<file path="src/hw/rtl/adbm_pkg.sv">
// Shared types and constants for the desktop-bus mouse register talk block.
// Used by every module under hw/rtl; depends on nothing.
package adbm_pkg;

  // Depth of the command queue between front and back
  localparam int QueueDepth = 2;

  // Request codes on the input channel
  localparam logic [1:0] REQ_MOTION = 2'd0;
  localparam logic [1:0] REQ_TALK   = 2'd1;
  localparam logic [1:0] REQ_COMMIT = 2'd2;
  localparam logic [1:0] REQ_FLUSH  = 2'd3;

  // Device register numbers
  localparam logic [1:0] REG_MOUSE = 2'd0;
  localparam logic [1:0] REG_ID    = 2'd3;

  // Register 3 first byte base
  localparam logic [7:0] REG3_BASE = 8'h60;

  // Configuration register indexes
  localparam logic CFG_ADDRESS = 1'b0;
  localparam logic CFG_HANDLER = 1'b1;

  // Reset values of the configuration registers
  localparam logic [3:0] ADDRESS_RESET = 4'd3;
  localparam logic [7:0] HANDLER_RESET = 8'd1;

  // Classified operation carried through the queue
  typedef enum logic [2:0] {
    OP_NOP,
    OP_MOTION,
    OP_TALK0,
    OP_TALK3,
    OP_COMMIT,
    OP_FLUSH
  } op_t;

  typedef struct packed {
    logic [1:0]        req_type;
    logic [1:0]        reg_num;
    logic signed [7:0] move_x;
    logic signed [7:0] move_y;
    logic [1:0]        button_state;
  } in_t;

  typedef struct packed {
    logic [1:0] byte_count;
    logic [7:0] first_byte;
    logic [7:0] second_byte;
    logic       service_request;
  } out_t;

  typedef struct packed {
    op_t               op;
    logic signed [7:0] move_x;
    logic signed [7:0] move_y;
    logic [1:0]        buttons;
  } cmd_t;

  typedef struct packed {
    logic [3:0] device_address;
    logic [7:0] handler_id;
  } cfg_t;

endpackage

</file>
<file path="src/hw/rtl/adbm_front.sv">
// Front end: accepts input items and classifies them into queue commands.
// Depends on adbm_pkg.
module adbm_front (
  input  logic          in_valid,
  output logic          in_ready,
  input  adbm_pkg::in_t in_item,
  output logic          push_valid,
  input  logic          push_ready,
  output adbm_pkg::cmd_t push_cmd
);

  // Hand the item straight to the queue when it has room
  assign push_valid = in_valid;
  assign in_ready   = push_ready;

  // Classify request type and register number into one operation
  always_comb begin
    push_cmd.move_x  = in_item.move_x;
    push_cmd.move_y  = in_item.move_y;
    push_cmd.buttons = in_item.button_state;
    case (in_item.req_type)
      adbm_pkg::REQ_MOTION: begin
        push_cmd.op = adbm_pkg::OP_MOTION;
      end
      adbm_pkg::REQ_TALK: begin
        if (in_item.reg_num == adbm_pkg::REG_MOUSE) begin
          push_cmd.op = adbm_pkg::OP_TALK0;
        end else if (in_item.reg_num == adbm_pkg::REG_ID) begin
          push_cmd.op = adbm_pkg::OP_TALK3;
        end else begin
          push_cmd.op = adbm_pkg::OP_NOP;
        end
      end
      adbm_pkg::REQ_COMMIT: begin
        if (in_item.reg_num == adbm_pkg::REG_MOUSE) begin
          push_cmd.op = adbm_pkg::OP_COMMIT;
        end else begin
          push_cmd.op = adbm_pkg::OP_NOP;
        end
      end
      adbm_pkg::REQ_FLUSH: begin
        push_cmd.op = adbm_pkg::OP_FLUSH;
      end
      default: begin
        push_cmd.op = adbm_pkg::OP_NOP;
      end
    endcase
  end

endmodule

</file>
<file path="src/hw/rtl/adbm_queue.sv">
// Short command queue between the front and back ends.
// Depends on adbm_pkg for the command type.
module adbm_queue #(
  parameter int DEPTH = adbm_pkg::QueueDepth
) (
  input  logic           clk,
  input  logic           rst,
  input  logic           push_valid,
  output logic           push_ready,
  input  adbm_pkg::cmd_t push_cmd,
  output logic           pop_valid,
  input  logic           pop_ready,
  output adbm_pkg::cmd_t pop_cmd
);

  localparam int PtrW = (DEPTH > 1) ? $clog2(DEPTH) : 1;
  localparam int CntW = $clog2(DEPTH + 1);

  adbm_pkg::cmd_t entries [DEPTH];
  logic [PtrW-1:0] wr_ptr;
  logic [PtrW-1:0] rd_ptr;
  logic [CntW-1:0] count;
  logic            push;
  logic            pop;

  assign push_ready = (count != CntW'(DEPTH));
  assign pop_valid  = (count != '0);
  assign push       = push_valid && push_ready;
  assign pop        = pop_valid && pop_ready;
  assign pop_cmd    = entries[rd_ptr];

  // Store pushed commands
  always_ff @(posedge clk) begin
    if (push) begin
      entries[wr_ptr] <= push_cmd;
    end
  end

  // Advance pointers and track fill level
  always_ff @(posedge clk) begin
    if (rst) begin
      wr_ptr <= '0;
      rd_ptr <= '0;
      count  <= '0;
    end else begin
      if (push) begin
        wr_ptr <= (wr_ptr == PtrW'(DEPTH - 1)) ? '0 : wr_ptr + 1'b1;
      end
      if (pop) begin
        rd_ptr <= (rd_ptr == PtrW'(DEPTH - 1)) ? '0 : rd_ptr + 1'b1;
      end
      if (push && !pop) begin
        count <= count + 1'b1;
      end else if (pop && !push) begin
        count <= count - 1'b1;
      end
    end
  end

endmodule

</file>
<file path="src/hw/rtl/adbm_back.sv">
// Back end: executes queued commands on the mouse state and registers results.
// Depends on adbm_pkg.
module adbm_back (
  input  logic           clk,
  input  logic           rst,
  input  adbm_pkg::cfg_t cfg,
  input  logic           pop_valid,
  output logic           pop_ready,
  input  adbm_pkg::cmd_t pop_cmd,
  output logic           out_valid,
  input  logic           out_ready,
  output adbm_pkg::out_t out_item
);

  logic signed [15:0] accum_x;
  logic signed [15:0] accum_y;
  logic [1:0]         buttons_now;
  logic [1:0]         buttons_reported;
  logic signed [6:0]  sent_x;
  logic signed [6:0]  sent_y;

  logic signed [15:0] accum_x_next;
  logic signed [15:0] accum_y_next;
  logic [1:0]         buttons_now_next;
  logic [1:0]         buttons_reported_next;
  logic signed [6:0]  sent_x_next;
  logic signed [6:0]  sent_y_next;
  adbm_pkg::out_t     result;
  logic               pending;
  logic               fire;

  // Add a signed byte to an accumulator, saturating at the 16-bit limits
  function automatic logic signed [15:0] sat_add(logic signed [15:0] a,
                                                 logic signed [7:0] d);
    logic signed [16:0] sum;
    sum = {a[15], a} + {{9{d[7]}}, d};
    if (sum[16] != sum[15]) begin
      sat_add = sum[16] ? 16'sh8000 : 16'sh7FFF;
    end else begin
      sat_add = sum[15:0];
    end
  endfunction

  // Clamp an accumulator to the seven-bit report range
  function automatic logic signed [6:0] clamp7(logic signed [15:0] a);
    if (a < -16'sd64) begin
      clamp7 = -7'sd64;
    end else if (a > 16'sd63) begin
      clamp7 = 7'sd63;
    end else begin
      clamp7 = a[6:0];
    end
  endfunction

  assign fire      = pop_valid && pop_ready;
  assign pop_ready = !out_valid || out_ready;
  assign pending   = (accum_x != '0) || (accum_y != '0) ||
                     (buttons_now != buttons_reported);

  // Work out next state and the result for the command at the queue head
  always_comb begin
    accum_x_next          = accum_x;
    accum_y_next          = accum_y;
    buttons_now_next      = buttons_now;
    buttons_reported_next = buttons_reported;
    sent_x_next           = sent_x;
    sent_y_next           = sent_y;
    result                = '0;
    case (pop_cmd.op)
      adbm_pkg::OP_MOTION: begin
        accum_x_next     = sat_add(accum_x, pop_cmd.move_x);
        accum_y_next     = sat_add(accum_y, pop_cmd.move_y);
        buttons_now_next = pop_cmd.buttons;
      end
      adbm_pkg::OP_TALK0: begin
        if (pending) begin
          sent_x_next        = clamp7(accum_x);
          sent_y_next        = clamp7(accum_y);
          result.byte_count  = 2'd2;
          result.first_byte  = {~buttons_now[0], sent_y_next};
          result.second_byte = {~buttons_now[1], sent_x_next};
        end else begin
          sent_x_next = '0;
          sent_y_next = '0;
        end
      end
      adbm_pkg::OP_TALK3: begin
        result.byte_count  = 2'd2;
        result.first_byte  = adbm_pkg::REG3_BASE + {4'b0, cfg.device_address};
        result.second_byte = cfg.handler_id;
      end
      adbm_pkg::OP_COMMIT: begin
        buttons_reported_next = buttons_now;
        accum_x_next = sat_add(accum_x, -{sent_x[6], sent_x});
        accum_y_next = sat_add(accum_y, -{sent_y[6], sent_y});
      end
      adbm_pkg::OP_FLUSH: begin
        accum_x_next          = '0;
        accum_y_next          = '0;
        buttons_now_next      = '0;
        buttons_reported_next = '0;
        sent_x_next           = '0;
        sent_y_next           = '0;
      end
      default: begin
      end
    endcase
    result.service_request = (accum_x_next != '0) || (accum_y_next != '0) ||
                             (buttons_now_next != buttons_reported_next);
  end

  // Update mouse state on each executed command
  always_ff @(posedge clk) begin
    if (rst) begin
      accum_x          <= '0;
      accum_y          <= '0;
      buttons_now      <= '0;
      buttons_reported <= '0;
      sent_x           <= '0;
      sent_y           <= '0;
    end else if (fire) begin
      accum_x          <= accum_x_next;
      accum_y          <= accum_y_next;
      buttons_now      <= buttons_now_next;
      buttons_reported <= buttons_reported_next;
      sent_x           <= sent_x_next;
      sent_y           <= sent_y_next;
    end
  end

  // Hold the result until taken
  always_ff @(posedge clk) begin
    if (rst) begin
      out_valid <= 1'b0;
    end else if (fire) begin
      out_valid <= 1'b1;
    end else if (out_ready) begin
      out_valid <= 1'b0;
    end
  end

  always_ff @(posedge clk) begin
    if (fire) begin
      out_item <= result;
    end
  end

endmodule

</file>
<file path="src/hw/rtl/adb_mouse_register_talk.sv">
// Top level of the desktop-bus mouse register talk block.
// Depends on adbm_pkg, adbm_front, adbm_queue and adbm_back.
//
//  channel | direction | handshake          | payload
//  --------+-----------+--------------------+---------------------------
//  in      | input     | in_valid/in_ready  | in_item  (adbm_pkg::in_t)
//  out     | output    | out_valid/out_ready| out_item (adbm_pkg::out_t)
//  cfg     | input     | cfg_we             | cfg_index, cfg_data
//
// One item per cycle sustained while the output is not stalled; an accepted item
// is written into the queue, then executed from its head into the output register.
// The back end updates its state in one step per command, which sets the rate.
// Synchronous reset clears the queue, the mouse state and the output valid,
// and loads the address and handler registers with their defaults.
// The queue holds items while the output stalls; input ready drops when full.
module adb_mouse_register_talk #(
  parameter int QUEUE_DEPTH = adbm_pkg::QueueDepth
) (
  input  logic           clk,
  input  logic           rst,
  input  logic           in_valid,
  output logic           in_ready,
  input  adbm_pkg::in_t  in_item,
  output logic           out_valid,
  input  logic           out_ready,
  output adbm_pkg::out_t out_item,
  input  logic           cfg_we,
  input  logic           cfg_index,
  input  logic [7:0]     cfg_data
);

  adbm_pkg::cfg_t cfg;
  adbm_pkg::cmd_t push_cmd;
  adbm_pkg::cmd_t pop_cmd;
  logic           push_valid;
  logic           push_ready;
  logic           pop_valid;
  logic           pop_ready;

  // Configuration registers
  always_ff @(posedge clk) begin
    if (rst) begin
      cfg.device_address <= adbm_pkg::ADDRESS_RESET;
      cfg.handler_id     <= adbm_pkg::HANDLER_RESET;
    end else if (cfg_we) begin
      case (cfg_index)
        adbm_pkg::CFG_ADDRESS: cfg.device_address <= cfg_data[3:0];
        adbm_pkg::CFG_HANDLER: cfg.handler_id     <= cfg_data;
        default: begin
        end
      endcase
    end
  end

  adbm_front u_front (
    .in_valid   (in_valid),
    .in_ready   (in_ready),
    .in_item    (in_item),
    .push_valid (push_valid),
    .push_ready (push_ready),
    .push_cmd   (push_cmd)
  );

  adbm_queue #(
    .DEPTH (QUEUE_DEPTH)
  ) u_queue (
    .clk        (clk),
    .rst        (rst),
    .push_valid (push_valid),
    .push_ready (push_ready),
    .push_cmd   (push_cmd),
    .pop_valid  (pop_valid),
    .pop_ready  (pop_ready),
    .pop_cmd    (pop_cmd)
  );

  adbm_back u_back (
    .clk       (clk),
    .rst       (rst),
    .cfg       (cfg),
    .pop_valid (pop_valid),
    .pop_ready (pop_ready),
    .pop_cmd   (pop_cmd),
    .out_valid (out_valid),
    .out_ready (out_ready),
    .out_item  (out_item)
  );

endmodule

</file>
<file path="config.mk">
export PLATFORM = sky130hd
export DESIGN_NAME = adb_mouse_register_talk
export DESIGN_NICKNAME = d
export VERILOG_FILES = /design/src/hw/rtl/adbm_pkg.sv /design/src/hw/rtl/adbm_front.sv /design/src/hw/rtl/adbm_queue.sv /design/src/hw/rtl/adbm_back.sv /design/src/hw/rtl/adb_mouse_register_talk.sv
export SDC_FILE = /design/constraint.sdc
export NUM_CORES = 1
export LEC_CHECK = 0
export ABC_AREA = 1
export BUFFER_PORTS_ARGS = -buffer_cell sky130_fd_sc_hd__buf_4
export CORE_MARGIN = 3
export CORE_UTILIZATION = 40
export CTS_CLUSTER_DIAMETER = 120
export CTS_CLUSTER_SIZE = 25
export DETAILED_ROUTE_END_ITERATION = 7
export PLACE_DENSITY = 0.58
export SETUP_SLACK_MARGIN = 0.02
export SYNTH_ARGS = -nofsm -noshare
export SYNTH_HDL_FRONTEND = slang
export SYNTH_SLANG_ARGS = --single-unit
</file>
<file path="constraint.sdc">
create_clock -name clk -period 4.6 [get_ports clk]
set_clock_uncertainty 0.05 [all_clocks]
set_input_delay 0.92 -clock clk [delete_from_list [all_inputs] [get_ports clk]]
set_output_delay 0.92 -clock clk [all_outputs]
set_load 0.005 [all_outputs]
</file>
==> results of run 1 <==
-- per-layer routing --
layer | GRT usage, % | wire length, microns | up-vias
met3 | 2.904 | 1169 | 28
met5 | 0 | 0 | -
met1 | 28.77 | 13950 | 4357
met2 | 32.11 | 12480 | 203
li1 | - | - | 5009
met4 | 4.838 | 354 | 0
-- per-stage QoR --
step                util [%]  instance area (sq um)  cells  worst slack (ns)
floorplan                  -                  10430   1511             1.059
global placement       43.70                  11100   1866            0.4564
detailed placement     43.70                  11100   1866            0.4564
CTS                    46.15                  11720   1898            0.4335
global route           46.15                  11720   1898            0.1364
finish                 46.15                  11720   1898            0.4561
-- synth_stat cells (6+ instances only) --
cell type / count
inv_2: 11
ha_1: 74
buf_2: 6
o21ai_0: 69
nand2_2: 38
nand3_1: 91
dfxtp_1: 68
nor3_1: 14
nor4_1: 8
inv_1: 179
xnor2_1: 38
nand2_1: 442
mux2_2: 16
nand3b_1: 26
clkbuf_1: 19
a21oi_2: 16
nor2_2: 18
buf_4: 6
nand4_1: 10
a21oi_1: 104
nor2_1: 131
xor2_1: 11
o21bai_1: 8
edfxtp_1: 60
-- worst max-delay path, stage by stage (launching register included) --
cell,delay [ns]
dfxtp_1,0.88
mux2_2,0.53
ha_1,0.38
a21oi_1,0.26
nand2_1,0.13
a21oi_2,0.19
nand2_1,0.10
nand2_1,0.06
nand2_1,0.06
nand2_2,0.22
nand3_1,0.13
nand2_1,0.08
nand2_1,0.06
nor2_1,0.15
nand2_1,0.07
nor2_1,0.21
nand2_1,0.15
nor2_1,0.12
nand2_1,0.05
-- cell usage in the layout, fill, tap and decap left out, drive strengths merged, types with 3 or more instances in the layout --
cell type	n
bufinv	3
a21oi	122
o21ai	73
nand2	485
dfxtp	68
nor2	149
inv	199
clkbuf	18
xor2	11
mux2	16
nand4	10
o21bai	8
fa	4
a211oi	3
nor4	8
xnor2	38
nor3	18
edfxtp	60
buf	64
ha	74
and2	5
o22ai	4
nand3b	26
nand3	92
-- cells by family after synthesis --
logic type | synth area share [%]
XOR/XNOR | 4.115
adder cells (fa/ha/maj) | 9.645
AO/OA/AOI/OAI | 11.61
buffers and inverters | 9.129
other | 0.03595
multiplexers | 1.727
AND/OR/NAND/NOR | 33.41
flip-flops | 30.33
-- worst paths after layout --
kind,endpoint,slack (ns)
setup / recovery,u_back.out_item[0]$_DFFE_PP_,0.46
hold reg to reg,cfg[3]$_SDFFE_PP0P_,0.40
setup reg to reg,u_back.out_item[0]$_DFFE_PP_,0.46
hold / removal,cfg[3]$_SDFFE_PP0P_,0.40
-- final cells by class --
cell class | instances | area, sq um
flip-flops and latches | 128 | 3163
well taps | 330 | 412.9
multi-input cells | 1154 | 6331
clock buffers | 18 | 429.2
fillers | 2578 | 13680
repair buffers | 64 | 480.5
inverters | 190 | 713.2
clock inverters | 14 | 191.4
-- state kept, by name, summed over array words and instances, names as in the netlist, named ones only --
name                     count
u_queue.entries             42
u_back.out_item             18
u_back.accum_x              16
u_back.accum_y              16
cfg                         12
u_back.sent_x                7
u_back.sent_y                7
u_back.buttons_now           2
u_back.buttons_reported      2
u_queue.count                2
u_back.out_valid             1
u_queue.rd_ptr               1
u_queue.wr_ptr               1
==> results.tsv, run 1 <==
stage	metric	value	unit
detailed_routing	Post-route DRC	0	
global_route	grt total ovfl	0	
yosys	Mapped Area	0.01043	sq mm
clock_network	CTS tree	built	
floorplan	I/O pins	57	
detailed_routing	routed wire length	27.96	mm
yosys	ys async rst share	0	%
placed_design	RD Place Congestion	0.8465	
yosys	Synth warnings	0	
yosys	Post-synth top flop	dfxtp_1	
global_route	GRT Total Usage	20.08	%
placed_design	dpl hpwl	21.65	mm
floorplan	Core Box Area	0.02540	sq mm
status	status	finished clean	
yosys	Post-synth EDFFs	60	
clock_network	clk buf depth	2	
clock_network	Post-CTS Setup Repair Bufs	0	
sta	RSZ-0062 raised after global routing	no	
worst_setup_path	CP Max Fanout	17	
yosys	synthesized instance count	1511	
clock_network	H-Tree Depth	4	
detailed_routing	post-DR vias/cell	5.056	
floorplan	die height	167.5	microns
clock_network	CTS clk-pin slew, worst paths	0.07	ns
yosys	Synth Register Bits	128	
global_route	maximum number of pins on one net before global-route repair	54	
clock_network	CTS hold repair buffers	0	
worst_setup_path	startpoint types	register	
global_route	first-pass GRT wire length	46.44	mm
worst_setup_path	CP Class	reg -> reg	
yosys	Net Count, Synth	1625	
cells_and_area	layout cells sized above 1	13.46	%
yosys	post-synth top area share	17.27	%
cells_and_area	Synth-to-Final Area Change	12.38	%
floorplan	initial core utilization	41.06	%
detailed_routing	total number of vias	9597	
hold_path	Hold Startpoint	cfg[3]$_SDFFE_PP0P_	
sta	Fmax	241.3	MHz
hold_path	hold-critical path depth	2	
sta	final-report max-slew violation count	0	
sta	final period utilization	90.08	%
floorplan	Die Width	167.5	microns
floorplan	die footprint	0.02805	sq mm
sta	final setup violation count	0	
yosys	Distinct cells, synth	45	
detailed_routing	Post-DRT Antenna Nets	0	
floorplan	cell row count	58	
clock_network	root buf cell	clkbuf_16	
hold_path	Worst Hold Class	reg -> reg	
sta	Setup TNS Final	0	ns
global_route	vias in the first global route	9149	
worst_setup_path	CP endpoint kind	register	
worst_setup_path	Critical Path AT	4.28	ns
cells_and_area	# diodes	0	
run	MaxCap Viol Count	0	
sta	Hold Vio Cnt, Final	0	
worst_setup_path	worst reg-to-reg path cell count	18	
clock_network	post-CTS resize count	0	
global_route	initial antenna violation count	0	
yosys	Synth area leader	edfxtp_1	
yosys	Syn Area/Cell	6.903	sq um
detailed_routing	DRT iter0 DRCs	589	
worst_setup_path	CP required	4.73	ns
yosys	post-synthesis sequential area ratio	30.33	%
placed_design	port bufs	55	
clock_network	CTS Buf Count	17	
detailed_routing	drt wl/cell	14.73	microns
yosys	synth top area cells	edfxtp_1 17%, nand2_1 16%, dfxtp_1 13%, ha_1 8.9%, inv_1 6.4%	
sta	Rel. slew slack	25.45	%
cells_and_area	NumNets Final	1669	
clock_network	clk_lat worst skew	0.42	ns
sta	Worst Max-Slew Pin Slew	1.117	ns
clock_network	clock sinks	128	
sta	minimum clock period	4.144	ns
detailed_routing	drt first pass iters	5	
sta	hold_ws	0.3977	ns
Power of run 1 is left out: the tool's default activity adds up to more than one toggle a clock period on the data nets, which glitch-free logic cannot reach.
==> run 2, diff against run 1 <==
--- a/config.mk
+++ b/config.mk
@@ -12,7 +12,7 @@
 export CTS_CLUSTER_DIAMETER = 120
 export CTS_CLUSTER_SIZE = 25
 export DETAILED_ROUTE_END_ITERATION = 7
-export PLACE_DENSITY = 0.58
+export PLACE_DENSITY = 0.6
 export SETUP_SLACK_MARGIN = 0.02
 export SYNTH_ARGS = -nofsm -noshare
 export SYNTH_HDL_FRONTEND = slang
==> constraint.sdc (replaced) <==
create_clock -name clk -period 3.5 [get_ports clk]
set_clock_uncertainty 0.05 [all_clocks]
set_input_delay 0.7 -clock clk [delete_from_list [all_inputs] [get_ports clk]]
set_output_delay 0.7 -clock clk [all_outputs]
set_load 0.005 [all_outputs]
==> run 2 against run 1 <==
Effect of this change: the run now ends with negative setup slack left; utilization is 5.7 points higher; fmax is 17% higher; cell count is 6.2% higher; first-iteration DRC count is 28% higher; clock-buffer cell count is 1 lower; worst hold slack better by 0.0014 ns; global-route usage is 0.66 points higher; die area stayed put; via count is 7.3% higher.
==> results.tsv, run 2 (same netlist as run 1, synthesis figures left out) <==
stage	metric	value	unit
clock_network	H-Tree Depth	4	
sta	hold_ws	0.3992	ns
cells_and_area	Core Util, Final	51.87	%
clock_network	clk_lat worst skew	0.43	ns
detailed_routing	total number of vias	10301	
sta	final setup violation count	1	
cells_and_area	most common cell after layout, fill and taps aside	nand2_1	
cells_and_area	# diodes	0	
floorplan	I/O pins	57	
placed_design	dpl hpwl	22.57	mm
clock_network	CTS tree	built	
sta	Hold Vio Cnt, Final	0	
detailed_routing	Post-DRT Antenna Nets	0	
worst_setup_path	startpoint types	register	
sta	Worst Max-Slew Pin Slew	0.8586	ns
worst_setup_path	R2R setup slack	-0.06	ns
sta	final period utilization	101.6	%
detailed_routing	post-DR vias/cell	5.112	
worst_setup_path	CP required	3.64	ns
floorplan	cell row count	58	
run	MaxCap Viol Count	0	
sta	final-report max-slew violation count	0	
worst_setup_path	CP endpoint kind	register	
clock_network	clock sinks	128	
detailed_routing	drt wl/cell	15.10	microns
cells_and_area	max reg flops	42	
cells_and_area	NumNets Final	1786	
sta	Setup TNS Final	-0.05501	ns
placed_design	port bufs	55	
sta	minimum clock period	3.555	ns
detailed_routing	Post-route DRC	0	
detailed_routing	DRT iter0 DRCs	753	
clock_network	root buf cell	clkbuf_16	
clock_network	CTS clk-pin slew, worst paths	0.07	ns
detailed_routing	drt first pass iters	5	
global_route	grt total ovfl	0	
global_route	GRT Total Usage	20.74	%
detailed_routing	routed wire length	30.42	mm
clock_network	CTS Buf Count	17	
clock_network	CTS hold repair buffers	0	
cells_and_area	layout cells sized above 1	24.45	%
floorplan	die footprint	0.02805	sq mm
floorplan	initial core utilization	41.06	%
floorplan	Die Width	167.5	microns
worst_setup_path	Critical Path AT	3.69	ns
sta	Fmax	281.3	MHz
status	failing checks	negative setup slack	
cells_and_area	biggest regs	u_queue.entries (42), u_back.out_item (18)	
global_route	maximum number of pins on one net before global-route repair	87	
global_route	first-pass GRT wire length	47.82	mm
status	status	complete, but fails checks	
worst_setup_path	CP Max Fanout	5	
global_route	initial antenna violation count	0	
placed_design	RD Place Congestion	0.8940	
sta	post-route setup slack	-0.05501	ns
cells_and_area	commonest non-fill, non-tap cells in the layout	414 x nand2_1, 178 x inv_1, 163 x buf_4	
hold_path	Worst Hold Class	reg -> reg	
cells_and_area	Synth-to-Final Area Change	26.31	%
worst_setup_path	CP Class	reg -> reg	
sta	RSZ-0062 raised after global routing	yes	
sta	Rel. slew slack	42.76	%
clock_network	clk buf depth	2	
floorplan	die height	167.5	microns
cells_and_area	largest register by flop count	u_queue.entries	
floorplan	Core Box Area	0.02540	sq mm
global_route	vias in the first global route	9559	
## run 2: cell count changes in the layout (fill, tap and decap cells not counted), sizes merged, moves of 2 or more
cell      previous run  this run
clkinvlp             0         2
bufinv               3         0
inv                199       202
nand2              485       489
buf                 64       172
## run 2: path summary, 6_finish.rpt
path / depth (start not counted) / start / end
max: 25 / u_back.sent_x[0]$_SDFFE_PP0P_ / u_back.out_item[0]$_DFFE_PP_
min: 2 / cfg[1]$_SDFFE_PP0P_ / cfg[1]$_SDFFE_PP0P_
max reg2reg: 25 / u_back.sent_x[0]$_SDFFE_PP0P_ / u_back.out_item[0]$_DFFE_PP_
min reg2reg: 2 / cfg[1]$_SDFFE_PP0P_ / cfg[1]$_SDFFE_PP0P_
## run 2: repair_timing
action                                  in CTS  in global routing
cloned                                       1                  8
buffers inserted                             1                 10
pin swaps                                    7                 52
gates resized for setup                     27                 91
endpoints found under the setup margin      16                 17
## run 2: per-stage QoR
stage | setup slack (ns) | area [sq um] | std cells
floorplan | 0.09664 | 10430 | 1511
global placement | -0.3401 | 11870 | 1964
detailed placement | -0.3929 | 11870 | 1964
CTS | 0.02938 | 12540 | 1997
global route | -0.2906 | 13170 | 2015
finish | -0.05501 | 13170 | 2015
## run 2: critical path: stages (launching register included)
cell and delay, ns:
dfxtp_2 0.36, inv_1 0.05, ha_1 0.22, nand2_2 0.12
nor3_4 0.05, xnor2_2 0.24, ha_4 0.26, nand2_1 0.12
inv_1 0.06, a21oi_1 0.14, nand2_1 0.16, nand2_2 0.17
nand2_2 0.09, nand2_2 0.09, nand2_4 0.10, nand2_8 0.11
clkbuf_16 0.14, nand3_2 0.05, nand2_1 0.06, nand2_1 0.06
nor2_2 0.17, nand2_2 0.08, nor2_4 0.11, nand2_4 0.08
nor2_2 0.10, nand2_1 0.05
## run 2: layer usage
metal / up-vias / global-route usage [%] / part of all wire (%)
met5: - / 0 / 0
met4: 0 / 6.154 / 2.5
met3: 53 / 3.187 / 5.9
met2: 316 / 32.78 / 44
met1: 4682 / 29.44 / 48
li1: 5250 / - / -
## run 2: final cells by class
class	instances	area, sq um
fill	2493	12230
multi-input combinational	1161	6908
sequential	128	3167
timing repair buffer	174	1410
inverter	190	713.2
clock buffer	17	425.4
tap	330	412.9
clock inverter	15	137.6
Power of run 2 is left out for the same reason.
